<file path="config.mk">
export PLATFORM = sky130hd
export DESIGN_NAME = etint_arith
export DESIGN_NICKNAME = d
export VERILOG_FILES = /design/src/hw/rtl/etint_pkg.sv /design/src/hw/rtl/etint_arith.sv
export SDC_FILE = /design/constraint.sdc
export NUM_CORES = 1
export LEC_CHECK = 0
export ABC_AREA = 1
export BUFFER_PORTS_ARGS = -buffer_cell sky130_fd_sc_hd__buf_2
export CORE_MARGIN = 10
export CORE_UTILIZATION = 40
export CTS_BUF_LIST = sky130_fd_sc_hd__clkbuf_2 sky130_fd_sc_hd__clkbuf_4 sky130_fd_sc_hd__clkbuf_8
export DETAILED_ROUTE_END_ITERATION = 6
export GPL_ROUTABILITY_DRIVEN = 1
export PLACE_DENSITY_LB_ADDON = 0.3
export SLEW_MARGIN = 0
export SYNTH_ARGS = -nofsm -noshare
export SYNTH_HDL_FRONTEND = slang
export SYNTH_SLANG_ARGS = --single-unit
</file>
<file path="constraint.sdc">
create_clock -name clock -period 4.8 [get_ports clock]
set_input_delay 0.72 -clock clock [delete_from_list [all_inputs] [get_ports clock]]
set_output_delay 0.72 -clock clock [all_outputs]
set_load 0.005 [all_outputs]
</file>
<file path="src/hw/rtl/etint_pkg.sv">
`timescale 1ns / 1ps
package etint_pkg;

   localparam int DAY_W           = 24;
   localparam int POS_W           = 48;
   localparam int VEL_W           = 32;
   localparam int MAG_W           = 48;
   localparam int NUM_B_W         = 24;
   localparam int PROD_W          = 72;
   localparam int REM_W           = 25;
   localparam int ARITH_CNT_W     = 7;
   localparam int TABLE_DEPTH_DEF = 64;
   localparam int NUM_POS         = 3;

   localparam logic [1:0] CMD_CLEAR = 2'd0;
   localparam logic [1:0] CMD_LOAD  = 2'd1;
   localparam logic [1:0] CMD_QUERY = 2'd2;
   localparam logic [1:0] CMD_SPARE = 2'd3;

   localparam logic [9:0] SEC_SCALE = 10'd675;

   typedef struct packed {
      logic [1:0]                command;
      logic signed [DAY_W-1:0]   epoch_day;
      logic signed [POS_W-1:0]   pos_x;
      logic signed [POS_W-1:0]   pos_y;
      logic signed [POS_W-1:0]   pos_z;
      logic signed [VEL_W-1:0]   vel_x;
      logic signed [VEL_W-1:0]   vel_y;
      logic signed [VEL_W-1:0]   vel_z;
   } req_word_type;

   typedef struct packed {
      logic                      found;
      logic                      estimated;
      logic signed [DAY_W-1:0]   out_day;
      logic signed [POS_W-1:0]   out_pos_x;
      logic signed [POS_W-1:0]   out_pos_y;
      logic signed [POS_W-1:0]   out_pos_z;
      logic signed [VEL_W-1:0]   out_vel_x;
      logic signed [VEL_W-1:0]   out_vel_y;
      logic signed [VEL_W-1:0]   out_vel_z;
   } rsp_word_type;

   typedef struct packed {
      logic signed [POS_W-1:0]   pos_x;
      logic signed [POS_W-1:0]   pos_y;
      logic signed [POS_W-1:0]   pos_z;
      logic signed [VEL_W-1:0]   vel_x;
      logic signed [VEL_W-1:0]   vel_y;
      logic signed [VEL_W-1:0]   vel_z;
   } rec_type;

   typedef struct packed {
      logic start;
      logic use_div;
   } arith_cmd_type;

   typedef struct packed {
      logic busy;
      logic done;
   } arith_sts_type;

endpackage

</file>
<file path="src/hw/rtl/etint_arith.sv">
`timescale 1ns / 1ps
module etint_arith (
   input  logic                              clock,
   input  logic                              reset,
   input  etint_pkg::arith_cmd_type          cmd,
   input  logic [etint_pkg::MAG_W-1:0]       mul_a,
   input  logic [etint_pkg::NUM_B_W-1:0]     mul_b,
   input  logic [etint_pkg::NUM_B_W-1:0]     div_den,
   output etint_pkg::arith_sts_type          sts,
   output logic [etint_pkg::PROD_W-1:0]      result
);

   localparam logic [1:0] P_IDLE = 2'd0;
   localparam logic [1:0] P_MUL  = 2'd1;
   localparam logic [1:0] P_DIV  = 2'd2;

   logic [1:0]                            phase_ff;
   logic [etint_pkg::ARITH_CNT_W-1:0]     cnt_ff;
   logic [etint_pkg::PROD_W-1:0]          acc_ff;
   logic [etint_pkg::REM_W-1:0]           rem_ff;
   logic [etint_pkg::MAG_W-1:0]           a_ff;
   logic [etint_pkg::NUM_B_W-1:0]         b_ff;
   logic [etint_pkg::NUM_B_W-1:0]         den_ff;
   logic                                  div_ff;
   logic                                  done_ff;

   logic [etint_pkg::PROD_W-1:0]          acc_mul_in;
   logic [etint_pkg::REM_W-1:0]           rem_shift;
   logic                                  qbit;

   always_comb begin
      acc_mul_in = {acc_ff[etint_pkg::PROD_W-2:0], 1'b0}
                 + (b_ff[etint_pkg::NUM_B_W-1] ? etint_pkg::PROD_W'(a_ff)
                                              : etint_pkg::PROD_W'(0));
      rem_shift  = {rem_ff[etint_pkg::REM_W-2:0], acc_ff[etint_pkg::PROD_W-1]};
      qbit       = rem_shift >= etint_pkg::REM_W'(den_ff);
   end

   always_ff @(posedge clock) begin
      if (reset) begin
         phase_ff <= P_IDLE;
         done_ff  <= 1'b0;
      end else begin
         done_ff <= 1'b0;
         case (phase_ff)
            P_IDLE: begin
               if (cmd.start) begin
                  a_ff     <= mul_a;
                  b_ff     <= mul_b;
                  den_ff   <= div_den;
                  div_ff   <= cmd.use_div;
                  acc_ff   <= '0;
                  cnt_ff   <= etint_pkg::ARITH_CNT_W'(etint_pkg::NUM_B_W - 1);
                  phase_ff <= P_MUL;
               end
            end
            P_MUL: begin
               acc_ff <= acc_mul_in;
               b_ff   <= {b_ff[etint_pkg::NUM_B_W-2:0], 1'b0};
               if (cnt_ff == '0) begin
                  if (div_ff) begin
                     rem_ff   <= '0;
                     cnt_ff   <= etint_pkg::ARITH_CNT_W'(etint_pkg::PROD_W - 1);
                     phase_ff <= P_DIV;
                  end else begin
                     done_ff  <= 1'b1;
                     phase_ff <= P_IDLE;
                  end
               end else begin
                  cnt_ff <= cnt_ff - 1'b1;
               end
            end
            P_DIV: begin
               rem_ff <= qbit ? rem_shift - etint_pkg::REM_W'(den_ff) : rem_shift;
               acc_ff <= {acc_ff[etint_pkg::PROD_W-2:0], qbit};
               if (cnt_ff == '0) begin
                  done_ff  <= 1'b1;
                  phase_ff <= P_IDLE;
               end else begin
                  cnt_ff <= cnt_ff - 1'b1;
               end
            end
            default: phase_ff <= P_IDLE;
         endcase
      end
   end

   assign sts.busy = phase_ff != P_IDLE;
   assign sts.done = done_ff;
   assign result   = acc_ff;

endmodule

</file>
* Word-level counts from Yosys, hierarchy flattened
Cells that the tools add are included.
** Storage, ports and cells
- Register bits after elaboration :: 203
- Input port bits :: 100
- Output and inout port bits :: 74
- Word-level logic and storage cells :: 57
** Operators by class
- Add/sub/neg operators :: 3
- Magnitude comparators :: 1
- Eq/ne operators :: 8
- Multiplexer cells :: 23
- Bitwise logic cells :: 1
- Reduce and logical (&&, ||, !) cells :: 12
** Operator list (number)
- case mux 72 bit (3 select lines) :: 1
- 2-to-1 mux 24 bit :: 4
- case mux 24 bit (2 select lines) :: 2
- adder 72 x 48 -> 72 bit :: 1
- 2-to-1 mux 72 bit :: 1
- 2-to-1 mux 48 bit :: 1
- 2-to-1 mux 7 bit :: 4
- >= comparator 25 x 24 -> 1 bit :: 1
- subtractor 24 bit :: 1
- case mux 7 bit (3 select lines) :: 1
- AND reduction 3 bit :: 4
- inequality test 2 bit, second input constant :: 5
- 2-to-1 mux 2 bit :: 4
- logical NOT 7 bit :: 1
- subtractor 7 x 1 -> 7 bit, second input constant :: 1
- case mux 2 bit (3 select lines) :: 1
- nonzero test 2 bit :: 3
- AND reduction 5 bit :: 1
- AND reduction 4 bit :: 1
- 2-to-1 mux 1 bit :: 3
- inequality test 3 bit, second input constant :: 1
- nonzero test 3 bit :: 1
- == test 2 x 1 -> 1 bit, second input constant :: 1
- == test 2 bit, second input constant :: 1
- 3 further kinds :: 3

* Longest topological paths before layout
Gate-level depths: netlist (run 1).
- Depth after elaboration :: 3
- Gate-level depth with buffers :: 20
- Depth with buffers taken out :: 18

* Least setup slack after synthesis (run 1)
Ideal clock, no wire load.
- Path type :: in2reg
- Start :: in cmd[1] in the netlist's numbering
- End :: reg cnt_ff[0] in the netlist's numbering (enable)
- Setup time :: 0.328 ns
- Data arrival time :: 4.439 ns
- Data required time :: 4.472 ns
- Setup slack :: 0.032 ns
- Cell stages on the path :: 5
- Buffers on the path :: 0
- Cell sequence :: nor2_1 > inv_1 > nand2_1 > nor2_1 > and2_1
** Between the ends
- Longest elaborated chain between the ends :: 2
** Ends and longest elaborated chain
- start: declaration :: line etint_arith.sv:5 : input etint_pkg::arith_cmd_type cmd,
- inequality test 2 bit (no line)
- AND reduction 5 bit (no line)
- end signal: assignment :: line etint_arith.sv:53 : cnt_ff <= etint_pkg::ARITH_CNT_W'(etint_pkg::NUM_B_W - 1);
- end signal: assignment :: line etint_arith.sv:63 : cnt_ff <= etint_pkg::ARITH_CNT_W'(etint_pkg::PROD_W - 1);
- end signal: assignment :: line etint_arith.sv:70 : cnt_ff <= cnt_ff - 1'b1;
- end: declaration :: line etint_arith.sv:18 : logic [etint_pkg::ARITH_CNT_W-1:0] cnt_ff;
Every way passes these cells.
A chain may end at the register's enable or synchronous reset.

* Final worst setup path (run 1)
- Start :: reg b_ff[23] in the netlist's numbering
- End :: reg acc_ff (netlist bit result[71]), data pin
** Between the ends
- Longest elaborated chain between the ends :: 3
** Ends and longest elaborated chain
- start: declaration :: line etint_arith.sv:22 : logic [etint_pkg::NUM_B_W-1:0] b_ff;
- start signal: assignment :: line etint_arith.sv:49 : b_ff <= mul_b;
- start signal: assignment :: line etint_arith.sv:59 : b_ff <= {b_ff[etint_pkg::NUM_B_W-2:0], 1'b0};
- 2-to-1 mux 48 bit :: line etint_arith.sv:33 : + (b_ff[etint_pkg::NUM_B_W-1] ? etint_pkg::PROD_W'(a_ff)
- adder 72 x 48 -> 72 bit :: line etint_arith.sv:33
- case mux 72 bit (3 select lines) :: line etint_arith.sv:45 : case (phase_ff)
- end signal: assignment :: line etint_arith.sv:58 : acc_ff <= acc_mul_in;
- end signal: assignment :: line etint_arith.sv:75 : acc_ff <= {acc_ff[etint_pkg::PROD_W-2:0], qbit};
- end: declaration :: line etint_arith.sv:19 : logic [etint_pkg::PROD_W-1:0] acc_ff;
Every way passes these cells.

==> out/results.ini, run 1 <==
[status]
outcome=finished clean

[cts]
htree_levels=2
cts_resized=0
ctsHoldBuffers=0
cts_sinks=203
cts_tree=yes
cts-root-buf=clkbuf_8
cts_made_buffers=39
insertion_delay_ps=620
cts_setup_buffers=0
clkTransAtPathRegs_ps=70
clockBufferDepth=3

[pwr]
p_leak_nw=8.60
internal_power_mw=4.89
switching_share=0.462
combPwrFrac=0.478
p_sw_mw=4.19
power.clock.fraction=0.204
cellPowerDensity_nw_per_um2=514
ir_worst_vdd_mv=0.330
pwr-share-seq=0.317

[global_route]
busiest_layer=met2
globalRouteTotalUtil=0.208
use_met1=0.261
grt_first_pass_wirelength_um=78000
grt_pass1_vias=14712
use_met2=0.339
met3_usage=0.0442
antenna_found_initial=0
grt_max_degree=78
grt.overflow.total=0

[routing]
wl_per_cell_um=16.9
drt_wl_total_um=49500
ant_nets=0
vias=14664
dr.first_iter.drc_count=1272
drcViolationCount=0
drt-pass1-iter-count=6
viasPerCell=5.00

[finish]
area_growth_syn_to_layout_pct=14.5
fill_cells=3999
fin_nets=2571
ff_latch_area_um2=6070
num_antenna_cells=0
drive_gt1_frac=0.140
multiInputGateArea_um2=7730
final_util=0.467

[sta]
finalCritPeriodShare=0.763
setup_tns_ps=0
hold_violations=0
setup_viol=0
fmax_mhz=273
fin_skew_ps=40.8
tightest_slew_ps=1150
fin_crit_ps=3660
maxSlewViolCount=0
rsz0062_at_grt=no
slew_headroom=0.235

[place]
gp_congestion=1.01
place_hpwl_um=38500
io_buffers=173

[worst_hold_path]
hp-class=primary input to flop
min-delay-start=mul_a[15]
hold_end=a_ff[15]
min_path_cells=1

[synthesis]
synthXorXnorAreaFrac=0.0108
synth_fa_ha_area_frac=0.0650
yosys_warnings=0
synth_flop_cell=edfxtp_1
yosysTopAreaCell=edfxtp_1
synthesis.area_um2=15400
syn_avg_cell_area_um2=6.97
synth-compound-area-share=0.0896
async_flop_share=0
synth_area_leaders=edfxtp_1, nand2_1, inv_1
synth-edff-count=200
muxShareOfSynthArea=0
syn_inst=2212
synth_top_family_by_area=simple AND/OR/NAND/NOR gates
synth_top_area_frac=0.389
synth-simple-area-share=0.333
syn_nets=2391
synth-seq-cells=203
synth_seq_area_share=0.393
ys_types=47

[die]
fp.coreArea_um2=37800
die_width_um=216
dieArea_um2=46800
start_util=0.408
ioPinCount=174
rows=71
die_y_um=216

[critical_path]
critPathLaunchType=flop
cp.arrival_ps=4000
ff2ff_setup_slack_ps=1140
worstReg2RegStart=b_ff[23]
path_max_fanout=33
timing_worst_setup_path_type=flop to flop
end_kind=flop
reg2regPathDepth=15
timing.rr.end=result[71]
critPathRequiredTime_ps=5140

[flow_run]
maxCapViolations=0

metrics by stage:
stage                     hold slack, ps  power [mW]  setup slack (ps)  area [um2]  cells
final                                269        9.08              1140       17700   2934
after global routing                 235        9.83               950       17700   2934
after CTS                            231        9.12              1200       17700   2934
after detailed placement             511        7.23              1270       16800   2862
after global placement               501        7.18              1270       16800   2862
after floorplan                      494        5.85              32.4       15400   2212
worst max-delay path by stage:
stage,endpoint,depth (start not counted),slack [ps],startpoint
4_1_cts,result[71],15,1200,b_ff[23]
2_1_floorplan,cnt_ff[0],5,30,cmd[1]
5_1_grt,result[71],15,950,b_ff[23]
3_3_place_gp,result[71],15,1270,b_ff[23]
6_report,result[71],15,1140,b_ff[23]
3_5_place_dp,result[71],15,1270,b_ff[23]
area by class of cell:
cell class	count	share of cell area
Timing Repair Buffer	181	0.0524
Multi-Input combinational cell	1572	0.437
Clock inverter	24	0.0120
Sequential cell	203	0.343
Tap cell	511	0.0362
Clock buffer	48	0.0346
Inverter	395	0.0839
critical path, cell delays in order, from the launching register on:
cell and delay (ps):
edfxtp_1 800, buf_4 460, nand2_1 90, inv_1 70, ha_1 250, nand2_1 150
nor2_1 260, nand2_1 170, nor2_1 330, nand4_1 260, nand2_1 130, nand2_1 50
nand2_1 140, nand2_1 70, nand2_1 70, a21oi_2 60
routing by layer:
metal	routed length [um]	vias up
li1	-	7360
met1	21500	6719
met2	22700	469
met3	3310	116
met4	2060	0
met5	0	-
cells in the mapped netlist (2+ instances only):
cell type  number
buf_6           3
xnor2_1        12
nand3_2        14
a21oi_2        10
nand3_1        92
clkbuf_1       28
o21bai_1        6
nor2_2         20
nor3_1         25
nand2_2        13
buf_2           4
fa_1            2
o21ai_0        63
inv_2           7
or2_2           6
nor4_2          4
nor2_1        179
nor3_2          3
nor4_1          4
a211oi_1        3
and2_1          3
o21ai_2         3
nand4_1        18
a21boi_0        3
xor2_1          7
dfxtp_1         3
o21ai_1        10
a21oi_1       142
nand3b_1        7
ha_1           77
inv_1         388
buf_1           5
a21o_1          8
nand2_1       827
edfxtp_1      200
buf_4           2
cells by family after synthesis:
logic type                 after synthesis
AOI/OAI and AO/OA                      252
xor gates and xnor gates                19
adders and majority gates               79
buffers and inverters                  437
DFF                                    203
and+or+nand+nor                       1222
power by group through the flow:
stage / clock, mW / sequential, mW / combinational, mW
4_1_cts: 1.90 / 2.88 / 4.34
2_1_floorplan: 0 / 2.83 / 3.02
6_report: 1.86 / 2.88 / 4.34
3_5_place_dp: 0 / 2.91 / 4.31
5_1_grt: 1.98 / 2.93 / 4.91
3_3_place_gp: 0 / 2.91 / 4.27
registers in the layout (all words and copies together) (netlist names):
name,flops
den_ff,24
b_ff,24
phase_ff,2
result,72
done_ff,1
a_ff,48
rem_ff,24
div_ff,1
cnt_ff,7
placed cells by master, fill, tap and decap left out, types with 40 or more instances in the layout:
cell type	instances
nor2_1	177
nand2_1	827
clkbuf_8	40
nand3_1	92
o21ai_0	63
a21oi_1	141
inv_1	388
buf_2	173
ha_1	75
edfxtp_1	200
Note: power is estimated with default switching activity, not from simulation.
==> run 2: changes to the inputs <==
==> constraint.sdc (replaced) <==
create_clock -name clock -period 3.68 [get_ports clock]
set_input_delay 0.552 -clock clock [delete_from_list [all_inputs] [get_ports clock]]
set_output_delay 0.552 -clock clock [all_outputs]
set_load 0.005 [all_outputs]
==> run 2 against run 1 <==
Against the previous run: the flow now finishes with violations (DRC); first-iteration DRC count unchanged; total power up 29%; worst hold slack worse by 150 ps; clock power up 17%; flip-flop and latch count unchanged; critical path type unchanged; critical endpoint is now result[61]; highest routed layer unchanged.
==> out/results.ini, run 2 (same netlist as run 1, synthesis figures left out) <==
[place]
io_buffers=173  ; unchanged
dpl.cell_count=2867  ; +0.17%
placed_area_um2=16900  ; +0.50%
gp_congestion=1.04  ; +2.9%
place_hpwl_um=38400  ; -0.45%

[pwr]
power.clock.fraction=0.186  ; -0.018
pwr-share-seq=0.322  ; +0.005
cellPowerDensity_nw_per_um2=661  ; +29%
combPwrFrac=0.492  ; +0.014
internal_power_mw=6.24  ; +28%
switching_share=0.465  ; +0.00331
ir_worst_vdd_mv=0.334  ; +1.1%
p_sw_mw=5.43  ; +29%
p_leak_nw=8.60  ; about the same

[global_route]
grt_first_pass_wirelength_um=77500  ; -0.60%
globalRouteTotalUtil=0.207  ; -0.00117
grt_max_degree=77  ; -1.3%
antenna_found_initial=0  ; unchanged
grt.overflow.total=0  ; unchanged
grt_pass1_vias=14521  ; -1.3%

[finish]
largest_reg_flops=72  ; unchanged
fin_nets=2575  ; +0.16%
instances_no_fill=2935  ; +0.034%
num_antenna_cells=0  ; unchanged
final_util=0.466  ; about the same
postLayoutCellArea_um2=17600  ; about the same
final_cell_mix=nand2_1, inv_1, edfxtp_1, nor2_1, buf_2
drive_gt1_frac=0.141  ; +0.000767
layout_commonest_cell=nand2_1
area_growth_syn_to_layout_pct=14.4  ; about the same

[critical_path]
cp.arrival_ps=3720  ; -280 ps
path_max_fanout=33  ; unchanged
end_kind=flop
critPathRequiredTime_ps=4020  ; -1120 ps
timing_worst_setup_path_type=flop to flop
reg2regPathDepth=17  ; +2
critPathLaunchType=flop

[flow_run]
maxCapViolations=0  ; unchanged

[worst_hold_path]
min_path_cells=1  ; unchanged
hp-class=primary input to flop

[die]
dieArea_um2=46800  ; unchanged
rows=71  ; unchanged
start_util=0.408  ; unchanged
fp.coreArea_um2=37800  ; unchanged
die_width_um=216  ; unchanged
ioPinCount=174  ; unchanged
die_y_um=216  ; unchanged

[cts]
clockBufferDepth=3  ; unchanged
cts-root-buf=clkbuf_8
cts_resized=0  ; unchanged
htree_levels=2  ; unchanged
cts_tree=yes
ctsHoldBuffers=0  ; unchanged
cts_made_buffers=38  ; -2.6%
cts_sinks=203  ; unchanged
cts_setup_buffers=0  ; unchanged
insertion_delay_ps=600  ; -20 ps
clkTransAtPathRegs_ps=70  ; about the same

[routing]
drt-pass1-iter-count=7  ; +1
viasPerCell=4.97  ; -0.55%
ant_nets=0  ; unchanged
drt_wl_total_um=49300  ; -0.40%
wl_per_cell_um=16.8  ; -0.43%
dr.first_iter.drc_count=1272  ; unchanged
vias=14588  ; -0.52%
drcViolationCount=2  ; +2

[sta]
finalCritPeriodShare=0.921  ; +0.157
fmax_mhz=295  ; +8.1%
setup_viol=0  ; unchanged
fin_crit_ps=3390  ; -275 ps
tightest_slew_ps=923  ; -224 ps
maxSlewViolCount=0  ; unchanged
hold_violations=0  ; unchanged
slew_headroom=0.384  ; +0.150
fin_skew_ps=27.3  ; -13.5 ps
rsz0062_at_grt=no
setup_tns_ps=0  ; unchanged

[status]
outcome=finished with violations
violations=DRC

run 2: cell types whose count changed in the layout (fill, tap and decap cells not counted):
cell       delta
buf_12        +3
buf_4         +2
bufinv_16     -3
clkbuf_4      +6
clkinv_1      -1
clkinv_2      -1
clkinv_4      -2
inv_6         -3
nor4_2        -1
nor4_4        +1
run 2: path summary, 6_finish.rpt:
path	from	endpoint	slack, ps
setup / recovery	b_ff[23]	result[61]	290
hold / removal	mul_a[13]	a_ff[13]	120
setup reg to reg	b_ff[23]	result[61]	290
hold reg to reg	b_ff[19]	b_ff[20]	510
run 2: area by class of cell:
cell class	instances	area, um2
Tap cell	511	639
Fill cell	3926	20200
Clock inverter	14	68.8
Timing Repair Buffer	186	1000
Clock buffer	54	656
Sequential cell	203	6070
Multi-Input combinational cell	1572	7740
Inverter	395	1480
run 2: routing by layer:
layer | vias to the layer above | part of all wire | wire length [um] | global-route usage
met5 | - | 0 | 0 | 0
met4 | 0 | 0.029 | 1420 | 0.0727
met3 | 85 | 0.057 | 2790 | 0.0357
met2 | 397 | 0.48 | 23500 | 0.356
met1 | 6740 | 0.44 | 21700 | 0.256
li1 | 7366 | - | - | -
run 2: power by group through the flow:
stage | clock [mW] | sequential [mW] | combinational (mW)
floorplan | 0 | 3.67 | 3.95
global placement | 0 | 3.79 | 5.65
detailed placement | 0 | 3.79 | 5.70
CTS | 2.25 | 3.76 | 5.74
global route | 2.34 | 3.82 | 6.48
finish | 2.17 | 3.76 | 5.74
run 2: worst max-delay path, stage by stage, from the launching register on:
cell and delay [ps]:
edfxtp_1 720, buf_12 320, nand2_1 70, inv_1 40, ha_1 330, nand2_1 140, nor2_1 260, inv_1 90
nor2_2 230, nand2_1 200, inv_1 100, nand2_1 50, nand2_1 220, nand2_1 90, nand2_1 100, nand2_1 50
nand2_1 50, a21oi_1 70
run 2: per-stage QoR:
stage | power (mW) | setup WS, ps | hold WS (ps)
after floorplan | 7.62 | 170 | 494
final | 11.7 | 292 | 120
after CTS | 11.7 | 325 | 75.8
after global placement | 9.44 | 353 | 502
after detailed placement | 9.50 | 334 | 506
after global routing | 12.6 | 45.1 | 92.5
